--- config.mk ---
export PLATFORM = sky130hd
export DESIGN_NAME = d8sd_back
export DESIGN_NICKNAME = d
export VERILOG_FILES = /design/src/hdl/d8sd_pkg.sv /design/src/hdl/d8sd_back.sv
export SDC_FILE = /design/constraint.sdc
export NUM_CORES = 2
export LEC_CHECK = 0
export ABC_AREA = 1
export ABC_CLOCK_PERIOD_IN_PS = 6250
export BUFFER_PORTS_ARGS = -buffer_cell sky130_fd_sc_hd__buf_2
export CAP_MARGIN = 10
export CORE_MARGIN = 5
export CORE_UTILIZATION = 55
export DETAILED_ROUTE_END_ITERATION = 8
export MAX_ROUTING_LAYER = met4
export PLACE_DENSITY = 0.73
export SYNTH_ARGS = -nofsm -noshare
export SYNTH_HDL_FRONTEND = slang
export SYNTH_SLANG_ARGS = --single-unit
--- constraint.sdc ---
create_clock -name clk -period 6.25 [get_ports clk]
set_input_delay 0.3125 -clock clk [delete_from_list [all_inputs] [get_ports clk]]
set_output_delay 0.3125 -clock clk [all_outputs]
set_load 0.01 [all_outputs]
--- src/hdl/d8sd_pkg.sv ---
// Shared types and constants for the D8 steepest-descent direction block.
`timescale 1ns / 1ps
`default_nettype none
package d8sd_pkg;

    localparam int ELEV_W = 32;
    localparam int ROW_W = 16;
    localparam int COL_W = 10;
    localparam int DIR_W = 4;
    localparam int GW_W = 11;
    localparam int CFG_DATA_W = 16;

    localparam logic [DIR_W-1:0] NO_FLOW = 4'd8;
    localparam logic [14:0] INV_SQRT2_Q15 = 15'd23170;

    localparam logic CFG_GRID_WIDTH = 1'b0;
    localparam logic CFG_GRID_HEIGHT = 1'b1;

    localparam int QUEUE_DEPTH = 8;

    typedef struct packed {
        logic signed [ELEV_W-1:0] elevation;
        logic                     frame_start;
    } pixel_t;

    typedef struct packed {
        logic [DIR_W-1:0] direction;
        logic [ROW_W-1:0] centre_row;
        logic [COL_W-1:0] centre_col;
        logic             frame_last;
    } result_t;

    typedef struct packed {
        logic             valid;
        logic             border;
        logic [ROW_W-1:0] row;
        logic [COL_W-1:0] col;
        logic             last;
    } meta_t;

endpackage
`default_nettype wire

--- src/hdl/d8sd_back.sv ---
// Back end: drops, weighted slopes and the steepest-neighbor selection tree.
`timescale 1ns / 1ps
`default_nettype none
module d8sd_back #(
    parameter int ELEV_BITS = 32
) (
    input  wire logic                      clk,
    input  wire logic                      rst_n,
    input  wire logic [8:0][ELEV_BITS-1:0] cells,
    input  wire d8sd_pkg::meta_t           meta,
    output logic                           res_valid,
    output d8sd_pkg::result_t              res
);

    localparam int SW = ELEV_BITS + 15;
    localparam logic [7:0][3:0] NB_POS = {4'd6, 4'd7, 4'd8, 4'd5, 4'd2, 4'd1, 4'd0, 4'd3};
    localparam logic [ELEV_BITS-1:0] SIGN_FLIP = {1'b1, {(ELEV_BITS-1){1'b0}}};

    logic [7:0][ELEV_BITS-1:0] drop_reg;
    logic [7:0]                down_reg;
    d8sd_pkg::meta_t           d_meta_reg;
    logic [7:0][SW-1:0]        slope_reg;
    d8sd_pkg::meta_t           s_meta_reg;
    logic                      r_valid_reg;
    d8sd_pkg::result_t         r_res_reg;

    logic [ELEV_BITS-1:0]      bc;
    logic [7:0][ELEV_BITS-1:0] bn;
    logic [7:0][SW-1:0]        slope;
    logic [3:0][SW-1:0]        l1_val;
    logic [3:0][2:0]           l1_idx;
    logic [1:0][SW-1:0]        l2_val;
    logic [1:0][2:0]           l2_idx;
    logic [SW-1:0]             best_val;
    logic [2:0]                best_idx;
    logic [d8sd_pkg::DIR_W-1:0] dir;

    always_comb
    begin
        bc = cells[4] ^ SIGN_FLIP;
        for (int n = 0; n < 8; n++)
        begin
            bn[n] = cells[NB_POS[n]] ^ SIGN_FLIP;
        end
    end

    always_comb
    begin
        for (int n = 0; n < 8; n++)
        begin
            if (!down_reg[n])
            begin
                slope[n] = '0;
            end
            else if (n % 2 == 1)
            begin
                slope[n] = SW'(drop_reg[n]) * SW'(d8sd_pkg::INV_SQRT2_Q15);
            end
            else
            begin
                slope[n] = SW'(drop_reg[n]) << 15;
            end
        end
    end

    // Ties keep the lower direction code.
    always_comb
    begin
        for (int i = 0; i < 4; i++)
        begin
            if (slope_reg[2*i+1] > slope_reg[2*i])
            begin
                l1_val[i] = slope_reg[2*i+1];
                l1_idx[i] = 3'(2*i+1);
            end
            else
            begin
                l1_val[i] = slope_reg[2*i];
                l1_idx[i] = 3'(2*i);
            end
        end
        for (int i = 0; i < 2; i++)
        begin
            if (l1_val[2*i+1] > l1_val[2*i])
            begin
                l2_val[i] = l1_val[2*i+1];
                l2_idx[i] = l1_idx[2*i+1];
            end
            else
            begin
                l2_val[i] = l1_val[2*i];
                l2_idx[i] = l1_idx[2*i];
            end
        end
        if (l2_val[1] > l2_val[0])
        begin
            best_val = l2_val[1];
            best_idx = l2_idx[1];
        end
        else
        begin
            best_val = l2_val[0];
            best_idx = l2_idx[0];
        end
        if (s_meta_reg.border || (best_val == '0))
        begin
            dir = d8sd_pkg::NO_FLOW;
        end
        else
        begin
            dir = {1'b0, best_idx};
        end
    end

    always_ff @(posedge clk or negedge rst_n)
    begin
        if (!rst_n)
        begin
            d_meta_reg <= '0;
            s_meta_reg <= '0;
            r_valid_reg <= 1'b0;
        end
        else
        begin
            d_meta_reg <= meta;
            s_meta_reg <= d_meta_reg;
            r_valid_reg <= s_meta_reg.valid;
        end
    end

    always_ff @(posedge clk)
    begin
        for (int n = 0; n < 8; n++)
        begin
            down_reg[n] <= bc > bn[n];
            drop_reg[n] <= bc - bn[n];
        end
        slope_reg <= slope;
        r_res_reg.direction <= dir;
        r_res_reg.centre_row <= s_meta_reg.row;
        r_res_reg.centre_col <= s_meta_reg.col;
        r_res_reg.frame_last <= s_meta_reg.last;
    end

    assign res_valid = r_valid_reg;
    assign res = r_res_reg;

endmodule
`default_nettype wire

==> qor.csv <==
stage,metric,value,unit
timing,Tightest Pin Transition,1113,ps
cells_and_area,"leading cell types in the layout, fill and taps excluded","inv_1 (2197), nand2_1 (1390), ha_1 (1167)",
floorplan,die width,358.9,um
synth,"Cell Area, Synth",0.06695,mm2
floorplan,boundary pin count,351,
synth,Yosys top cell area share,22.14,%
synth,Synth area leaders,"ha_1 (22%), dfxtp_1 (18%), fa_1 (13%)",
worst_setup_path,CP max FO,31,
place,Post-DP HPWL,192.6,mm
synth,#FFs+latches synth,666,
worst_setup_path,WP buf/inv,8,
run_status,status,"finished, final reports clean",
timing,Slew HR,24.86,%
worst_setup_path,Crit-path slowest cell,ha_1,
cts,cts bufs inserted,74,
timing,Max Freq,161.4,MHz
cts,worst-skew pair later-pin latency,690,ps
synth,Mapped Nets,10770,
grt,initial antenna violation count,22,
timing,setup tns final,0,ps
cts,maximum clock path buffer count,3,
synth,"Distinct cells, synth",60,
cts,CTS tree,done,
synth,top_reg_cell synth,dfxtp_1,
timing,period utilization,99.10,%
cts,clk root buf,clkbuf_16,
grt,first-pass GRT wire length,346.4,mm
worst_setup_path,critical path required time,6820,ps
drt,Via density,5.428,
synth,Mapped Cells,8829,
place,# port buffers,350,
cells_and_area,"most common cell after layout, fill and taps aside",inv_1,
worst_setup_path,crit start category,register,
worst_setup_path,"slowest stage delay, CP",330,ps
cts,CTS clock-pin slew for the worst setup and hold paths,60,ps
cells_and_area,final core occ,62.36,%
cells_and_area,area grow syn2layout,13.07,%
drt,drt pass-1 iters,6,
cells_and_area,design area,0.07571,mm2
floorplan,Rows,128,
timing,RSZ-0062 raised after global routing,yes,
drt,Detailed Route WL,232.5,mm
drt,via count,60340,
worst_setup_path,cell family with most CP delay,simple AND/OR/NAND/NOR gates,
drt,Avg WL per Cell,20.91,um
cts,CTS sink cnt,666,
worst_setup_path,crit path kind,register to register,
worst_hold_path,Worst Hold Class,input pin to register,
synth,"Seq/Total Area, Yosys",20.35,%
place,dpl cell area,0.07170,mm2
worst_setup_path,Worst setup EP type,register,
drt,drt initial violations,5646,
timing,min Tclk post-route,6194,ps
timing,"Slew Viols, Final",0,
synth,syn avg cell area,7.583,um2
place,Routability Congestion,1.095,
worst_setup_path,most used cell along the critical path,nand2_1,
timing,final hold vios,0,
synth,Post-synth EDFFs,0,
cts,H-Tree Depth,3,
grt,vias in the first global route,58950,
grt,largest net degree at the start of global routing,50,
cells_and_area,Largest register FFs,312,
floorplan,Core ar.,0.1214,mm2
floorplan,die height,358.9,um
floorplan,die area,0.1288,mm2
job,max_cap viols,0,
floorplan,starting density of the core,55.15,%
drt,DRT antenna net count,0,
timing,Setup-failing EPs final,0,
drt,DR DRC count,0,
grt,GR Overflow Total,0,
synth,synth warn,0,
cells_and_area,Filler cells,11150,
cells_and_area,nets,11350,
cells_and_area,ratio of cells with drive above 1 in the final layout,8.779,%
grt,All-Layer GR Usage,35.97,%
timing,Clock Skew,36.47,ps
worst_setup_path,WP data arrival,6770,ps
synth,Async SR Flop Fraction,8.859,%
synth,cell accounting for the most synthesized area,ha_1,
[worst paths after layout]
| check | startpoint | end | slack, ps | cells after the start |
|---|---|---|---|---|
| min in group asynchronous | rst_n | s_meta_reg[16]$_DFF_PN0_ | 270 | 3 |
| worst min register to register | s_meta_reg[18]$_DFF_PN0_ | res[18]$_DFF_P_ | 340 | 0 |
| worst max register to register | slope_reg[322]$_SDFF_PN0_ | res[28]$_SDFF_PP0_ | 60 | 43 |
| worst max-delay path | slope_reg[322]$_SDFF_PN0_ | res[28]$_SDFF_PP0_ | 60 | 43 |
| worst min-delay path | cells[198] | drop_reg[230]$_DFF_P_ | 50 | 4 |
| max in group asynchronous | rst_n | d_meta_reg[13]$_DFF_PN0_ | 5280 | 3 |
[per-layer routing]
layer	routed length (um)	share of wire (%)	vias up	track usage, %
met5	0	0	-	-
met2	96510	42	2434	52.10
met4	8614	3.7	0	12.07
met1	105300	45	28330	49.90
li1	-	-	29170	-
met3	22050	9.5	411	7.979
[tightest hold or removal path: stages]
cell	delay, ps
buf_2	100
inv_1	40
ha_1	170
xor2_1	80
[layout make-up]
| class | count | area, um2 | share of cell area, % |
|---|---|---|---|
| timing repair buffer | 592 | 3981 | 5.259 |
| tap | 1625 | 2033 | 2.686 |
| sequential | 666 | 13630 | 18.01 |
| antenna | 26 | 65.06 | 0.08594 |
| inverter | 2205 | 8287 | 10.95 |
| clock buffer | 95 | 2062 | 2.724 |
| clock inverter | 40 | 467.9 | 0.6181 |
| multi-input combinational | 5868 | 45170 | 59.67 |
[through the flow]
step	worst slack [ps]	hold WS [ps]	std cells
6_report	56.04	53.37	11120
5_1_grt	-359.5	53.25	11110
4_1_cts	15.00	5.300	11070
3_5_place_dp	-205.7	185.7	10890
3_3_place_gp	-57.41	181.5	10890
2_1_floorplan	987.6	16.91	8829
[cell families (layout without fill, tap and decap cells)]
kind of cell             Yosys count  count (layout)  synth area share [%]
AND/OR/NAND/NOR                 2524            2526                 15.73
buffers and inverters           2297            2932                 13.08
adder cells (fa/ha/maj)         1620            1620                 35.15
AO/OA/AOI/OAI                   1465            1465                 12.32
flip-flops                       666             666                 20.35
XOR/XNOR                         257             257                 3.362
other                              0              26                     0
[synth_stat cells (10+ instances only)]
| cell type | n |
|---|---|
| and2_1 | 45 |
| xnor2_1 | 100 |
| nand2_1 | 1426 |
| nor2_1 | 554 |
| nand3_1 | 304 |
| ha_1 | 1185 |
| o221a_2 | 10 |
| a21oi_1 | 717 |
| a31oi_1 | 87 |
| clkbuf_1 | 42 |
| nand4_1 | 54 |
| o21ai_1 | 55 |
| o21a_1 | 72 |
| fa_1 | 435 |
| o21ai_0 | 328 |
| o31ai_1 | 14 |
| dfrtp_1 | 59 |
| xor2_1 | 157 |
| a21o_1 | 42 |
| nor4_1 | 35 |
| a21boi_0 | 37 |
| o221ai_1 | 10 |
| inv_1 | 2201 |
| dfxtp_1 | 607 |
| nand3b_1 | 49 |
| o21bai_1 | 17 |
| buf_2 | 26 |
| a21boi_1 | 18 |
| nor3_1 | 29 |
[repair_timing]
action                                  4_1_cts  5_1_grt
gates resized for setup                       7      139
gates cloned                                  0        8
hold buffers                                 49        0
endpoints found under the hold margin       106        0
setup buffers                                 2       12
pin swaps                                     0       43
endpoints found under the setup margin        4        4
Power is not shown: default switching activity piles up to over one toggle a cycle in this logic, so the estimate is an artifact.
