==> src/hdl/d8sd_pkg.sv <==
// Shared types and constants for the D8 steepest-descent direction block.
`timescale 1ns / 1ps
`default_nettype none
package d8sd_pkg;

    localparam int ELEV_W = 32;
    localparam int ROW_W = 16;
    localparam int COL_W = 10;
    localparam int DIR_W = 4;
    localparam int GW_W = 11;
    localparam int CFG_DATA_W = 16;

    localparam logic [DIR_W-1:0] NO_FLOW = 4'd8;
    localparam logic [14:0] INV_SQRT2_Q15 = 15'd23170;

    localparam logic CFG_GRID_WIDTH = 1'b0;
    localparam logic CFG_GRID_HEIGHT = 1'b1;

    localparam int QUEUE_DEPTH = 8;

    typedef struct packed {
        logic signed [ELEV_W-1:0] elevation;
        logic                     frame_start;
    } pixel_t;

    typedef struct packed {
        logic [DIR_W-1:0] direction;
        logic [ROW_W-1:0] centre_row;
        logic [COL_W-1:0] centre_col;
        logic             frame_last;
    } result_t;

    typedef struct packed {
        logic             valid;
        logic             border;
        logic [ROW_W-1:0] row;
        logic [COL_W-1:0] col;
        logic             last;
    } meta_t;

endpackage
`default_nettype wire

==> src/hdl/d8sd_fifo.sv <==
// Result queue that holds finished words until they are popped.
`timescale 1ns / 1ps
`default_nettype none
module d8sd_fifo (
    input  wire logic              clk,
    input  wire logic              rst_n,
    input  wire logic              wr_en,
    input  wire d8sd_pkg::result_t wr_data,
    input  wire logic              rd_en,
    output logic                   empty,
    output d8sd_pkg::result_t      rd_data
);

    localparam int PW = $clog2(d8sd_pkg::QUEUE_DEPTH);

    d8sd_pkg::result_t mem_reg [d8sd_pkg::QUEUE_DEPTH];
    logic [PW:0]       wr_ptr_reg;
    logic [PW:0]       rd_ptr_reg;

    assign empty = wr_ptr_reg == rd_ptr_reg;
    assign rd_data = mem_reg[rd_ptr_reg[PW-1:0]];

    always_ff @(posedge clk or negedge rst_n)
    begin
        if (!rst_n)
        begin
            wr_ptr_reg <= '0;
            rd_ptr_reg <= '0;
        end
        else
        begin
            if (wr_en)
            begin
                wr_ptr_reg <= wr_ptr_reg + (PW+1)'(1);
            end
            if (rd_en && !empty)
            begin
                rd_ptr_reg <= rd_ptr_reg + (PW+1)'(1);
            end
        end
    end

    always_ff @(posedge clk)
    begin
        if (wr_en)
        begin
            mem_reg[wr_ptr_reg[PW-1:0]] <= wr_data;
        end
    end

endmodule
`default_nettype wire

==> config.mk <==
export PLATFORM = sky130hd
export DESIGN_NAME = d8sd_fifo
export DESIGN_NICKNAME = d
export VERILOG_FILES = /design/src/hdl/d8sd_pkg.sv /design/src/hdl/d8sd_fifo.sv
export SDC_FILE = /design/constraint.sdc
export NUM_CORES = 1
export LEC_CHECK = 0
export ABC_AREA = 1
export BUFFER_PORTS_ARGS = -buffer_cell sky130_fd_sc_hd__clkbuf_2
export CAP_MARGIN = 20
export CORE_MARGIN = 2
export CORE_UTILIZATION = 33
export DETAILED_ROUTE_END_ITERATION = 6
export HOLD_SLACK_MARGIN = 0.1
export PLACE_DENSITY = 0.53
export SYNTH_ARGS = -nofsm -noshare
export SYNTH_HDL_FRONTEND = slang
export SYNTH_SLANG_ARGS = --single-unit
==> constraint.sdc <==
create_clock -name clk -period 2.8 [get_ports clk]
set_clock_uncertainty 0.15 [all_clocks]
set_input_delay 0.42 -clock clk [delete_from_list [all_inputs] [get_ports clk]]
set_output_delay 0.42 -clock clk [all_outputs]
set_load 0.01 [all_outputs]
==> results.yml, run 1 <==
placed_design:
  dp.cells: 1274
  dpl_cell_area_mm2: 0.01111
  port_buffers: 66
  place_congestion: 0.7058
  dp_slack_ps: 657.0
  hpwl_um: 12570
route:
  dr.pass1.iters: 4
  wl_um: 23230
  ant_nets: 0
  num_vias: 6348
  vias_per_cell: 4.675
  drcViolationCount: 0
  wl_per_cell_um: 17.11
  drtIter0Drc: 475
status:
  status: "finished clean"
critical_path:
  worstPathMaxFanout: 56
  cp-end-kind: "output port"
  crit_arrival_ps: 2050
  cp_slowest_cell: "dfrtp_4"
  cp-start-kind: "register"
  worstSetupPathType: "register to output port"
  path_cells: "inv_4, buf_12, o21ai_0, o21ai_1, nand2_1, nand2_1, clkbuf_2"
  critical_path.max_stage_delay_ps: 520
  cp.required_ps: 2230
  cpMostUsedCell: "nand2_1"
synth:
  synth_seq_cells: 256
  synthesis.nets: 869
  synth.area.top_cells: "edfxtp_1 (73%), nor2_1 (7.2%), o21ai_0 (5.3%)"
  ys_seq_area_share_pct: 75.06
  synth_top_cell_by_area: "edfxtp_1"
  avgSynthCellArea_um2: 12.25
  ys_warn_count: 0
  syn_area_mm2: 0.01019
  netlist_instances: 832
  synth_cell_types: 19
  yosys.area.top_type_share_pct: 73.09
global_routing:
  grt_max_degree: 70
  grt_overflow: 0
  antenna_found_initial: 1
  grt_pass1_wl_um: 36510
  grtUsageMet1_pct: 19.32
  use_met2_pct: 24.23
  grt.busiest_layer: "met2"
  grt_util_all_layers_pct: 14.31
  first_global_vias: 6289
  grtUsageMet3_pct: 2.188
layout:
  area_growth_syn_to_layout_pct: 20.43
  final_cell_count_no_fill: 1358
  nets: 979
  layout_commonest_cell: "edfxtp_1"
  largest_reg_flops: 248
  fillers: 2878
  drive_gt1_share_pct: 14.46
  final_cell_mix: "edfxtp_1 (248), nor2_1 (188), nand2_1 (121), o21ai_0 (108), o21ai_1 (79)"
  stdcell_area_mm2: 0.01227
cts:
  clock_latency_ps: 530
  clock_sinks: 256
  cts_tree: "yes"
  clk_pin_slew_ps: 60
  numCtsBuffers: 27
  cts-root-buf: "clkbuf_16"
  cts_max_path_buffers: 3
  cts_max_level: 1
floorplanning:
  core_area_mm2: 0.03051
  dieWidth_um: 179.7
  initial_core_util_pct: 33.39
  die_h_um: 179.7
  io_pins: 67
  die-area_mm2: 0.03230
  core.rowCount: 64
power_and_ir_drop:
  ir_drop_v: 0.0005463
  power_density_mw_per_mm2: 1033
  p_leak_uw: 0.004358
sta:
  tightest_slew_ps: 439.8
  rsz0062_at_grt: "false"
  fin_crit_ps: 2620
  finalCritPeriodShare_pct: 93.58
  setup_viol: 0
  slew_violations: 0
  fmax_mhz: 381.7
  whs_ps: 136.7
  setup_ws_ps: 179.8
  setup_tns_ps: 0
  finalHoldViolCount: 0
  relSlewSlack_pct: 70.61
run:
  drv_cap: 0
min_path:
  hp-class: "primary input to asynchronous set/reset pin"
-- worst max-delay path, delay by kind of cell, from the launching register on --
kind | cells | cell delay (ps)
buf+inv | 3 | 580
flops | 1 | 520
compound gates | 2 | 220
simple gates | 2 | 160
-- synth_stat cells --
cell type,n
buf_1,3
o21ai_1,79
buf_12,1
inv_2,1
nand3_1,5
buf_4,5
clkbuf_1,14
buf_2,17
ha_1,2
nor2_1,196
nand2_1,121
inv_1,9
edfxtp_1,248
o21ai_0,108
buf_6,4
clkbuf_2,4
dfrtp_1,8
nand2_2,2
xor2_1,5
-- path summary, 6_finish.rpt --
kind                       slack, ps                   endpoint                      start  depth (start not counted)
max                              180                 rd_data[4]  rd_ptr_reg[0]$_DFFE_PN0P_                          7
min                              140  rd_ptr_reg[0]$_DFFE_PN0P_                      rst_n                          2
max reg2reg                      840   mem_reg[5][14]$_DFFE_PP_  wr_ptr_reg[0]$_DFFE_PN0P_                          3
min reg2reg                      360  wr_ptr_reg[3]$_DFFE_PN0P_  wr_ptr_reg[3]$_DFFE_PN0P_                          1
max in group asynchronous       2140  rd_ptr_reg[1]$_DFFE_PN0P_                      rst_n                          2
min in group clk                 360  wr_ptr_reg[3]$_DFFE_PN0P_  wr_ptr_reg[3]$_DFFE_PN0P_                          1
-- logic make-up (layout without fill, tap and decap cells) --
group                    Yosys count  in the layout  share of synthesized area, %
AO/OA/AOI/OAI                    187            187                         9.186
XOR/XNOR                           5              5                        0.4298
adder cells (fa/ha/maj)            2              2                        0.2456
buffers and inverters             58            187                         3.033
flip-flops                       256            256                         75.06
other                              0              1                             0
AND/OR/NAND/NOR                  324            324                         12.05
-- metal layers --
layer  share of wire, %  vias up
met5                  0        -
met4                1.9        0
met3                4.2       33
met2                 49      109
met1                 45     3068
li1                   -     3138
-- through the flow --
| step | total power, uW | utilization (%) |
|---|---|---|
| after floorplan | 7912 | - |
| after global placement | 9493 | 36.41 |
| after detailed placement | 9518 | 36.41 |
| after CTS | 12810 | 40.14 |
| after global routing | 13590 | 40.22 |
| final | 12680 | 40.22 |
-- final cells by class --
class | count | area [um2] | share of cell area (%)
Inverter | 10 | 40.04 | 0.3263
Tap cell | 396 | 495.5 | 4.038
Antenna cell | 1 | 2.502 | 0.02039
Timing Repair Buffer | 129 | 989.7 | 8.066
Clock buffer | 38 | 716.9 | 5.843
Sequential cell | 256 | 7655 | 62.38
Multi-Input combinational cell | 518 | 2292 | 18.68
Clock inverter | 10 | 78.83 | 0.6424
-- power by group --
part           internal, uW  switching, uW  leakage (uW)  total (uW)
clock network          1870           1370      0.000384        3230
registers              4820            196       0.00235        5020
logic                  1470           2960       0.00163        4420
total                  8160           4520       0.00436       12700
-- timing repair --
item / 4_1_cts / 5_1_grt
setup endpoints to repair: 0 / 4
hold buffers: 34 / 0
resized for setup: 0 / 2
buffers inserted: 0 / 1
endpoints found under the hold margin: 262 / 0
(Power assumes the default switching activity.)
==> inputs of run 2 (changes only) <==
clock period = 2.44 ns   (was 2.8 ns; I/O delays follow)
==> run 2 against run 1 <==
The flow now finishes with violations (negative setup slack). Cell count increased by 2.0%. Count of clock-buffer cells in the layout down 3. Non-clock buffer count increased by 26. Die area unchanged. Total power grew 27%. First-iteration DRC count fell by 1.7%. Critical path type unchanged. Critical endpoint is now rd_data[21]. Largest cell class unchanged.
==> results.yml, run 2 (same netlist as run 1, synthesis figures left out) <==
critical_path:
  cp.required_ps: 1920
  cpMostUsedCell: "nand2_1"
  critical_path.max_stage_delay_ps: 560
  critPathTopFamily: "flip-flops"
  cp-end-kind: "output port"
  worstPathMaxFanout: 19
  cp_slowest_cell: "dfrtp_4"
  worstSetupPathType: "register to output port"
  crit_buf_inv: 3
  crit_arrival_ps: 1980
  path_cells: "inv_8, buf_16, nor2_1, o21ai_0, nand2_1, nand2_1, clkbuf_2"
  cp-start-kind: "register"
global_routing:
  grt_util_all_layers_pct: 14.21
  grt_pass1_wl_um: 36050
  antenna_found_initial: 0
  grt_overflow: 0
  grt_max_degree: 54
  first_global_vias: 6188
cts:
  cts-root-buf: "clkbuf_16"
  clk_pin_slew_ps: 60
  cts_max_path_buffers: 3
  numCtsBuffers: 28
  cts_tree: "yes"
  cts_max_level: 1
  clock_latency_ps: 530
  clock_sinks: 256
status:
  status: "finished with violations"
  violations: "negative setup slack"
layout:
  layout_commonest_cell: "edfxtp_1"
  area_growth_syn_to_layout_pct: 27.42
  nets: 1006
  fillers: 2771
  largest_reg_flops: 248
  antenna_cells: 0
  drive_gt1_share_pct: 19.31
  final_cell_mix: "edfxtp_1 (248), nor2_1 (170), nand2_1 (115), o21ai_1 (103), o21ai_0 (84)"
floorplanning:
  core.rowCount: 64
  io_pins: 67
  die_h_um: 179.7
  initial_core_util_pct: 33.39
  dieWidth_um: 179.7
  core_area_mm2: 0.03051
  die-area_mm2: 0.03230
sta:
  setup_tns_ps: -330.0
  finalCritPeriodShare_pct: 102.4
  finalHoldViolCount: 0
  relSlewSlack_pct: 70.95
  setup_ws_ps: -58.11
  fmax_mhz: 400.3
  fin_crit_ps: 2498
  rsz0062_at_grt: "true"
  slew_violations: 0
  tightest_slew_ps: 434.4
  setup_viol: 17
run:
  drv_cap: 0
route:
  ant_nets: 0
  drcViolationCount: 0
  vias_per_cell: 4.765
  num_vias: 6600
  wl_um: 25770
  dr.pass1.iters: 5
  drtIter0Drc: 467
  wl_per_cell_um: 18.61
placed_design:
  dp_slack_ps: 374.3
  hpwl_um: 12660
  place_congestion: 0.7193
  port_buffers: 66
power_and_ir_drop:
  ir_drop_v: 0.0005941
  p_leak_uw: 0.004650
  power_density_mw_per_mm2: 1242
min_path:
  hp-class: "register to register"
-- run 2: cell count changes in the layout (fill, tap and decap cells not counted), sizes merged --
cell and delta:
clkinv +5, clkbuf -14, diode -1, dlygate4sd3 +1, buf +36
-- run 2: worst paths after layout --
kind / slack [ps] / depth (start not counted) / start / end
setup / recovery: -60 / 7 / rd_ptr_reg[0]$_DFFE_PN0P_ / rd_data[21]
hold / removal: 350 / 2 / rd_ptr_reg[3]$_DFFE_PN0P_ / rd_ptr_reg[3]$_DFFE_PN0P_
setup reg to reg: 580 / 4 / wr_ptr_reg[0]$_DFFE_PN0P_ / mem_reg[6][14]$_DFFE_PP_
hold reg to reg: 350 / 2 / rd_ptr_reg[3]$_DFFE_PN0P_ / rd_ptr_reg[3]$_DFFE_PN0P_
max in group asynchronous: 1100 / 3 / rst_n / rd_ptr_reg[0]$_DFFE_PN0P_
min in group asynchronous: 690 / 3 / rst_n / wr_ptr_reg[3]$_DFFE_PN0P_
-- run 2: through the flow --
stage	cells	hold slack [ps]	util [%]	instance area (um2)	power, uW
3_3_place_gp	1273	94.87	36.56	11150	10860
5_1_grt	1385	368.0	42.55	12980	17070
3_5_place_dp	1273	93.68	36.56	11150	10930
2_1_floorplan	832	-79.59	-	10200	9084
6_report	1385	351.1	42.55	12980	16120
4_1_cts	1365	348.5	41.02	12520	15250
-- run 2: worst reg2reg max path, cell delays in order (launching register included) --
cell,delay (ps)
dfrtp_1,430
inv_1,90
nand2_1,230
nor2_4,380
buf_12,260
-- run 2: cell type report --
class	count	area (um2)	area share, %
clock buffers	35	748.2	5.763
multi-input cells	518	2372	18.27
repair buffers	155	1575	12.13
well taps	396	495.5	3.816
inverters	10	45.04	0.3470
clock inverters	15	90.09	0.6939
flip-flops and latches	256	7656	58.97
-- run 2: what timing repair did --
item	4_1_cts	5_1_grt
resized for setup	12	92
pin swaps	0	7
hold endpoints to repair	263	0
setup buffers	4	7
endpoints found under the setup margin	32	32
hold buffers	35	0
cloned	3	13
-- run 2: power breakdown --
part	internal (uW)	leakage, uW	switching (uW)	total [uW]
logic	2560	0.00190	3940	6500
clock network	2250	0.000408	1610	3860
registers	5540	0.00235	222	5760
-- run 2: layer usage --
| layer | vias to the layer above | global-route usage (%) | share of wire, % | wire (um) |
|---|---|---|---|---|
| li1 | 3204 | - | - | - |
| met1 | 3228 | 19.69 | 45 | 11590 |
| met2 | 138 | 23.16 | 49 | 12730 |
| met3 | 30 | 2.147 | 4.0 | 1037 |
| met4 | 0 | 4.358 | 1.6 | 413 |
| met5 | - | 0 | 0 | 0 |
